`src/rtl/assert_macros.svh`:
```
// assertion helpers for the rtl
`ifndef ASSERT_MACROS_SVH
`define ASSERT_MACROS_SVH

// checked on every rising clock edge while out of reset
`define SLID_ASSERT(lbl, prop, msg) \
  lbl: assert property (@(posedge clk_i) disable iff (!rst_ni) (prop)) else $error(msg);

// checked on every rising clock edge, reset included
`define SLID_ASSERT_ALWAYS(lbl, prop, msg) \
  lbl: assert property (@(posedge clk_i) (prop)) else $error(msg);

`endif

```
`src/rtl/slid_pkg.sv`:
```
package slid_pkg;

  localparam int DATA_W    = 32;
  localparam int REQ_W     = 2;
  localparam int STATUS_W  = 2;
  localparam int CNT_OUT_W = 6;

  localparam logic [REQ_W-1:0] REQ_INSERT = 2'd0;
  localparam logic [REQ_W-1:0] REQ_DELETE = 2'd1;
  localparam logic [REQ_W-1:0] REQ_READ   = 2'd2;

  localparam logic [STATUS_W-1:0] ST_OK       = 2'd0;
  localparam logic [STATUS_W-1:0] ST_FULL     = 2'd1;
  localparam logic [STATUS_W-1:0] ST_NOTFOUND = 2'd2;
  localparam logic [STATUS_W-1:0] ST_EMPTY    = 2'd3;

endpackage

```
`src/rtl/slid_mem.sv`:
```
module slid_mem #(
  parameter int Depth = 32,
  parameter int Aw    = 5
) (
  input  logic                        clk_i,
  input  logic                        we_i,
  input  logic [Aw-1:0]               waddr_i,
  input  logic [slid_pkg::DATA_W-1:0] wdata_i,
  input  logic [Aw-1:0]               raddr_i,
  output logic [slid_pkg::DATA_W-1:0] rdata_o
);
  import slid_pkg::*;

  logic [DATA_W-1:0] mem_q [Depth];
  logic [DATA_W-1:0] rdata_q;

  always_ff @(posedge clk_i) begin
    if (we_i) begin
      mem_q[waddr_i] <= wdata_i;
    end
  end

  always_ff @(posedge clk_i) begin
    rdata_q <= mem_q[raddr_i];
  end

  assign rdata_o = rdata_q;

endmodule

```
`src/rtl/sorted_list_insert_delete.sv`:
```
// insert: entries not below the value move up one place, then the value is written in;
// delete: every entry is read, the first match goes; read out: one word per entry, ascending
// full, empty and unused requests are answered from idle; else the word follows the last busy cycle
// busy_o is high while an accepted request is in progress and is low when its final word appears
// results are one-cycle strobes on valid_o; the receiver cannot stall them
// async active-low reset empties the list; entry memory is not cleared
module sorted_list_insert_delete #(
  parameter int CAPACITY = 32
) (
  input  logic                                 clk_i,
  input  logic                                 rst_ni,
  input  logic                                 start_i,
  input  logic [slid_pkg::REQ_W-1:0]           req_type_i,
  input  logic signed [slid_pkg::DATA_W-1:0]   value_i,
  output logic                                 busy_o,
  output logic                                 valid_o,
  output logic [slid_pkg::STATUS_W-1:0]        status_o,
  output logic signed [slid_pkg::DATA_W-1:0]   entry_value_o,
  output logic [slid_pkg::CNT_OUT_W-1:0]       count_o,
  output logic                                 last_o
);
  import slid_pkg::*;

  `include "assert_macros.svh"

  localparam int Aw = $clog2(CAPACITY);
  localparam int Cw = $clog2(CAPACITY + 1);
  localparam logic [Cw-1:0] CapCnt = Cw'(CAPACITY);
  localparam logic [Cw-1:0] One    = Cw'(1);

  localparam logic [2:0] S_IDLE   = 3'd0;
  localparam logic [2:0] S_INS_RD = 3'd1;
  localparam logic [2:0] S_INS_EV = 3'd2;
  localparam logic [2:0] S_DEL_RD = 3'd3;
  localparam logic [2:0] S_DEL_EV = 3'd4;
  localparam logic [2:0] S_OUT_RD = 3'd5;
  localparam logic [2:0] S_OUT_EV = 3'd6;

  logic [2:0]          state_q, state_d;
  logic [Cw-1:0]       n_q, n_d;
  logic [Cw-1:0]       idx_q, idx_d;
  logic                found_q, found_d;
  logic [DATA_W-1:0]   val_q, val_d;

  logic                ovalid_q, ovalid_d;
  logic [STATUS_W-1:0] ostatus_q, ostatus_d;
  logic [DATA_W-1:0]   ovalue_q, ovalue_d;
  logic [Cw-1:0]       ocnt_q, ocnt_d;
  logic                olast_q, olast_d;

  logic                mem_we;
  logic [Aw-1:0]       mem_waddr;
  logic [DATA_W-1:0]   mem_wdata;
  logic [Aw-1:0]       mem_raddr;
  logic [DATA_W-1:0]   mem_rdata;

  logic [Cw-1:0]       idx_dec;
  logic [Cw-1:0]       idx_inc;

  assign idx_dec = idx_q - One;
  assign idx_inc = idx_q + One;

  slid_mem #(
    .Depth (CAPACITY),
    .Aw    (Aw)
  ) u_mem (
    .clk_i   (clk_i),
    .we_i    (mem_we),
    .waddr_i (mem_waddr),
    .wdata_i (mem_wdata),
    .raddr_i (mem_raddr),
    .rdata_o (mem_rdata)
  );

  always_comb begin
    state_d   = state_q;
    n_d       = n_q;
    idx_d     = idx_q;
    found_d   = found_q;
    val_d     = val_q;
    ovalid_d  = 1'b0;
    ostatus_d = ST_OK;
    ovalue_d  = '0;
    ocnt_d    = n_q;
    olast_d   = 1'b1;
    mem_we    = 1'b0;
    mem_waddr = idx_q[Aw-1:0];
    mem_wdata = val_q;
    mem_raddr = idx_q[Aw-1:0];

    unique case (state_q)
      S_IDLE: begin
        if (start_i) begin
          val_d = value_i;
          case (req_type_i)
            REQ_INSERT: begin
              if (n_q == CapCnt) begin
                ovalid_d  = 1'b1;
                ostatus_d = ST_FULL;
              end else begin
                idx_d   = n_q;
                state_d = S_INS_RD;
              end
            end
            REQ_DELETE: begin
              idx_d   = '0;
              found_d = 1'b0;
              state_d = S_DEL_RD;
            end
            REQ_READ: begin
              if (n_q == '0) begin
                ovalid_d  = 1'b1;
                ostatus_d = ST_EMPTY;
              end else begin
                idx_d   = '0;
                state_d = S_OUT_RD;
              end
            end
            default: begin
              ovalid_d = 1'b1;
            end
          endcase
        end
      end
      S_INS_RD: begin
        if (idx_q == '0) begin
          mem_we    = 1'b1;
          mem_waddr = '0;
          mem_wdata = val_q;
          n_d       = n_q + One;
          ovalid_d  = 1'b1;
          ocnt_d    = n_q + One;
          state_d   = S_IDLE;
        end else begin
          mem_raddr = idx_dec[Aw-1:0];
          state_d   = S_INS_EV;
        end
      end
      S_INS_EV: begin
        mem_we    = 1'b1;
        mem_waddr = idx_q[Aw-1:0];
        if ($signed(mem_rdata) < $signed(val_q)) begin
          mem_wdata = val_q;
          n_d       = n_q + One;
          ovalid_d  = 1'b1;
          ocnt_d    = n_q + One;
          state_d   = S_IDLE;
        end else begin
          mem_wdata = mem_rdata;
          idx_d     = idx_dec;
          state_d   = S_INS_RD;
        end
      end
      S_DEL_RD: begin
        if (idx_q == n_q) begin
          ovalid_d = 1'b1;
          state_d  = S_IDLE;
          if (found_q) begin
            n_d    = n_q - One;
            ocnt_d = n_q - One;
          end else begin
            ostatus_d = ST_NOTFOUND;
          end
        end else begin
          mem_raddr = idx_q[Aw-1:0];
          state_d   = S_DEL_EV;
        end
      end
      S_DEL_EV: begin
        if (found_q) begin
          mem_we    = 1'b1;
          mem_waddr = idx_dec[Aw-1:0];
          mem_wdata = mem_rdata;
        end else if (mem_rdata == val_q) begin
          found_d = 1'b1;
        end
        idx_d   = idx_inc;
        state_d = S_DEL_RD;
      end
      S_OUT_RD: begin
        mem_raddr = idx_q[Aw-1:0];
        state_d   = S_OUT_EV;
      end
      S_OUT_EV: begin
        ovalid_d = 1'b1;
        ovalue_d = mem_rdata;
        olast_d  = (idx_inc == n_q);
        idx_d    = idx_inc;
        state_d  = (idx_inc == n_q) ? S_IDLE : S_OUT_RD;
      end
      default: begin
        state_d = S_IDLE;
      end
    endcase
  end

  always_ff @(posedge clk_i or negedge rst_ni) begin
    if (!rst_ni) begin
      state_q  <= S_IDLE;
      n_q      <= '0;
      idx_q    <= '0;
      found_q  <= 1'b0;
      ovalid_q <= 1'b0;
    end else begin
      state_q  <= state_d;
      n_q      <= n_d;
      idx_q    <= idx_d;
      found_q  <= found_d;
      ovalid_q <= ovalid_d;
    end
  end

  always_ff @(posedge clk_i) begin
    val_q     <= val_d;
    ostatus_q <= ostatus_d;
    ovalue_q  <= ovalue_d;
    ocnt_q    <= ocnt_d;
    olast_q   <= olast_d;
  end

  assign busy_o        = (state_q != S_IDLE);
  assign valid_o       = ovalid_q;
  assign status_o      = ostatus_q;
  assign entry_value_o = ovalue_q;
  assign count_o       = CNT_OUT_W'(ocnt_q);
  assign last_o        = olast_q;

  `SLID_ASSERT(a_count_bound, n_q <= CapCnt, "entry count above capacity")
  `SLID_ASSERT(a_full_at_cap, valid_o && status_o == ST_FULL |-> ocnt_q == CapCnt,
               "full reported below capacity")
  `SLID_ASSERT(a_empty_zero, valid_o && status_o == ST_EMPTY |-> ocnt_q == '0,
               "empty reported with entries stored")
  `SLID_ASSERT(a_more_words, valid_o && !last_o |-> busy_o, "read out stopped before last word")
  `SLID_ASSERT(a_idle_no_write, state_q == S_IDLE |-> !mem_we, "entry write while idle")
  `SLID_ASSERT_ALWAYS(a_reset_quiet, !rst_ni |=> !valid_o && !busy_o, "activity during reset")

endmodule

```
`config.mk`:
```
export PLATFORM = sky130hd
export DESIGN_NAME = sorted_list_insert_delete
export DESIGN_NICKNAME = d
export VERILOG_FILES = /design/src/rtl/slid_pkg.sv /design/src/rtl/slid_mem.sv /design/src/rtl/sorted_list_insert_delete.sv
export VERILOG_INCLUDE_DIRS = /design/src /design/src/rtl
export SDC_FILE = /design/constraint.sdc
export NUM_CORES = 2
export LEC_CHECK = 0
export ABC_AREA = 1
export BUFFER_PORTS_ARGS = -buffer_cell sky130_fd_sc_hd__clkbuf_2
export CORE_MARGIN = 2
export CORE_UTILIZATION = 46
export DETAILED_ROUTE_END_ITERATION = 10
export PLACE_DENSITY_LB_ADDON = 0.15
export SYNTH_ARGS = -nofsm -noshare
export SYNTH_HDL_FRONTEND = slang
export SYNTH_SLANG_ARGS = --single-unit
```
`constraint.sdc`:
```
create_clock -name clk_i -period 3.5 [get_ports clk_i]
set_input_delay 0.7 -clock clk_i [delete_from_list [all_inputs] [get_ports clk_i]]
set_output_delay 0.7 -clock clk_i [all_outputs]
set_load 0.05 [all_outputs]
```
==> flow_metrics.env <==
export IMPL_status="complete, no violations"
export IMPL_worstPathArrival_ps=3690
export IMPL_power_share_sequential_pct=33.6
export IMPL_grt_pass1_vias=31800
export IMPL_fin_area_um2=55900
export IMPL_gp_congestion=0.935
export IMPL_yosysSeqAreaShare_pct=69.7
export IMPL_combPwrFrac_pct=43.8
export IMPL_dieHeight_um=328
export IMPL_dieArea_um2=107000
export IMPL_cts_buffers=117
export IMPL_cp_max_fo=32
export IMPL_layout_drive_gt1_share_pct=12.0
export IMPL_drv_cap=0
export IMPL_avgViaCountPerCell=5.99
export IMPL_area_delta_synth_final_pct=15.9
export IMPL_worst_endpoint_required_ps=3990
export IMPL_async_reset_ff_share_pct=1.48
export IMPL_grt_use_total_pct=28.1
export IMPL_cts_root_buffer="clkbuf_16"
export IMPL_drtIter0Drc=4064
export IMPL_wire_per_inst_um=26.4
export IMPL_p_clk_share_pct=22.6
export IMPL_finalCritPeriodShare_pct=91.6
export IMPL_critPathCaptureType="flip-flop"
export IMPL_cts_clk_slew_worst_paths_ps=60
export IMPL_dr_pass1_iters=5
export IMPL_p_leak_uw=0.0203
export IMPL_min_period_ps=3210
export IMPL_cts_htree_levels=3
export IMPL_final_util_pct=53.8
export IMPL_insertion_delay_ps=720
export IMPL_cts_max_path_buffers=3
export IMPL_io_pin_count=80
export IMPL_final_nets=4368
export IMPL_swShare_pct=41.0
export IMPL_rsz0062_at_grt="no"
export IMPL_start_util_pct=46.4
export IMPL_setup_viol=0
export IMPL_p_int_uw=32700
export IMPL_slew_headroom_pct=46.1
export IMPL_ys_types=44
export IMPL_rows=118
export IMPL_critical_path_class="reg2reg"
export IMPL_fin_worst_skew_ps=38.3
export IMPL_synth_area_um2=48200
export IMPL_cts_tree="yes"
export IMPL_ys_ff_latch=1146
export IMPL_synthesis_nets=4255
export IMPL_avgSynthCellArea_um2=11.5
export IMPL_setup_tns_ps=0
export IMPL_grt_max_degree=127
export IMPL_worstMarginPinSlew_ps=803
export IMPL_yosysWarnings=0
export IMPL_drt_wl_total_um=153000
export IMPL_synthCells=4176
export IMPL_cts_resized=0
export IMPL_p_sw_uw=22800
export IMPL_yosysTopAreaCellShare_pct=65.8
export IMPL_grt_remaining_overflow=0
export IMPL_startpoint_type="flip-flop"
export IMPL_ant_nets=0
export IMPL_vias=34600
export IMPL_hold_class="in2reg"
export IMPL_fmax_ghz=0.312
export IMPL_peakVddDrop_mv=0.671
export IMPL_grt_pass1_wl_um=220000
export IMPL_power_density_nw_per_um2=992
export IMPL_dpl_instance_area_um2=52000
export IMPL_coreArea_um2=104000
export IMPL_finalHoldViolCount=0
export IMPL_synth_edf_count=1056
export IMPL_drc=0
export IMPL_die_w_um=328
export IMPL_synth_top_cell_by_area="edfxtp_1"
export IMPL_drv_slew=0
export IMPL_synth_area_leaders="edfxtp_1 (66%), nand3_1 (10%), nand2_1 (7.7%), o211ai_1 (4.0%), dfxtp_1 (3.0%)"
export IMPL_clock_sinks=1146
export IMPL_dp_hpwl_um=83700
export IMPL_place_port_buffers=79
export IMPL_antenna_found_initial=2
export IMPL_yosys_most_used_dff="edfxtp_1"
## per-stage QoR
step	hold WS, ps	total power [uW]	cells	setup WS [ps]
CTS	132	55400	5770	402
floorplan	404	33900	4176	-60.3
global placement	485	42800	5549	479
finish	161	55400	5772	294
global route	159	58500	5771	122
detailed placement	481	42900	5549	448
## sequential cells by signal, indices dropped and copies added (netlist names)
name and count:
idx_q 6, u_mem.rdata_o 32, status_o 2, found_q 1, state_q 3, entry_value_o 32
valid_o 1, val_q 32, u_mem.mem_q 1024, n_q 6, count_o 6, last_o 1
## cell type report
class	instances	area [um2]
Antenna cell	2	5.00
Fill cell	8708	47900
Clock buffer	158	3280
Multi-Input combinational cell	2605	13200
Inverter	123	468
Clock inverter	62	583
Timing Repair Buffer	296	3080
Sequential cell	1146	33600
Tap cell	1380	1730
## power by group through the flow
stage                     clock [uW]  sequential (uW)  combinational, uW
final                          12500            18600              24300
after floorplan                    0            18900              15100
after detailed placement           0            18900              24000
after CTS                      12700            18600              24100
after global routing           13200            18700              26600
after global placement             0            18900              23900
## critical path: stages, from the launching register on
cell and delay (ps):
edfxtp_1 490, inv_1 80, ha_1 310, a21oi_1 260, nand2_1 90, nand2_1 90
a21oi_1 90, nor2_1 160, nand2_1 120, nand2_1 120, nand2_1 140, nor2_2 130
buf_4 350, a21oi_1 120, nand2_1 100, buf_4 300
## cell usage after synthesis (all sizes together), types with 2 or more instances
cell type  instances
edfxtp          1056
nand3           1003
nand2            988
o211ai           256
buf              172
clkbuf           130
inv              121
nor2             110
a21oi             74
dfxtp             73
o21ai             57
ha                42
dfrtp             17
xor2              14
nand4              9
xnor2              9
a31oi              8
nor3               7
o22ai              6
a221oi             3
a22oi              3
and2               2
clkinv             2
nand3b             2
o21bai             2
## layer usage
layer  up-vias  wire, um  global-route usage [%]
li1      15400         -                       -
met1     17200     66000                    42.0
met2      1721     68200                    42.4
met3       225     14400                    4.78
met4         0      3890                    8.28
met5         -         0                       0
## cells in the final DEF, fill, tap and decap left out, types with 79 or more instances in the layout
master	n
inv_1	115
edfxtp_1	1056
o211ai_1	256
clkbuf_16	120
clkbuf_2	79
nand3_1	1002
buf_12	84
nand2_1	982
buf_4	132
## worst paths after layout
path,startpoint,endpoint,slack [ps],depth (start not counted)
max,val_q[19],u_mem.mem_q[1][10],290,15
min,value_i[16],val_q[16],160,1
max reg2reg,val_q[19],u_mem.mem_q[1][10],290,15
min reg2reg,u_mem.rdata_o[17],entry_value_o[17],490,2
max in group asynchronous,rst_ni,valid_o,2620,2
min in group asynchronous,rst_ni,idx_q[1],510,2
## kinds of logic after synthesis
logic type | count (synthesis) | synth area share (%)
and+or+nand+nor | 2124 | 19.3
DFF | 1146 | 69.7
buffers and inverters | 425 | 3.68
AOI/OAI and AO/OA | 416 | 5.80
adders and majority gates | 42 | 1.09
xor gates and xnor gates | 23 | 0.418
## timing repair
| item | in CTS | in global routing |
|---|---|---|
| endpoints found under the hold margin | 17 | 0 |
| setup endpoints to repair | 0 | 0 |
| hold buffers | 1 | 0 |
| setup buffers | 0 | 0 |
No activity file was read; power rests on OpenSTA's default activity.
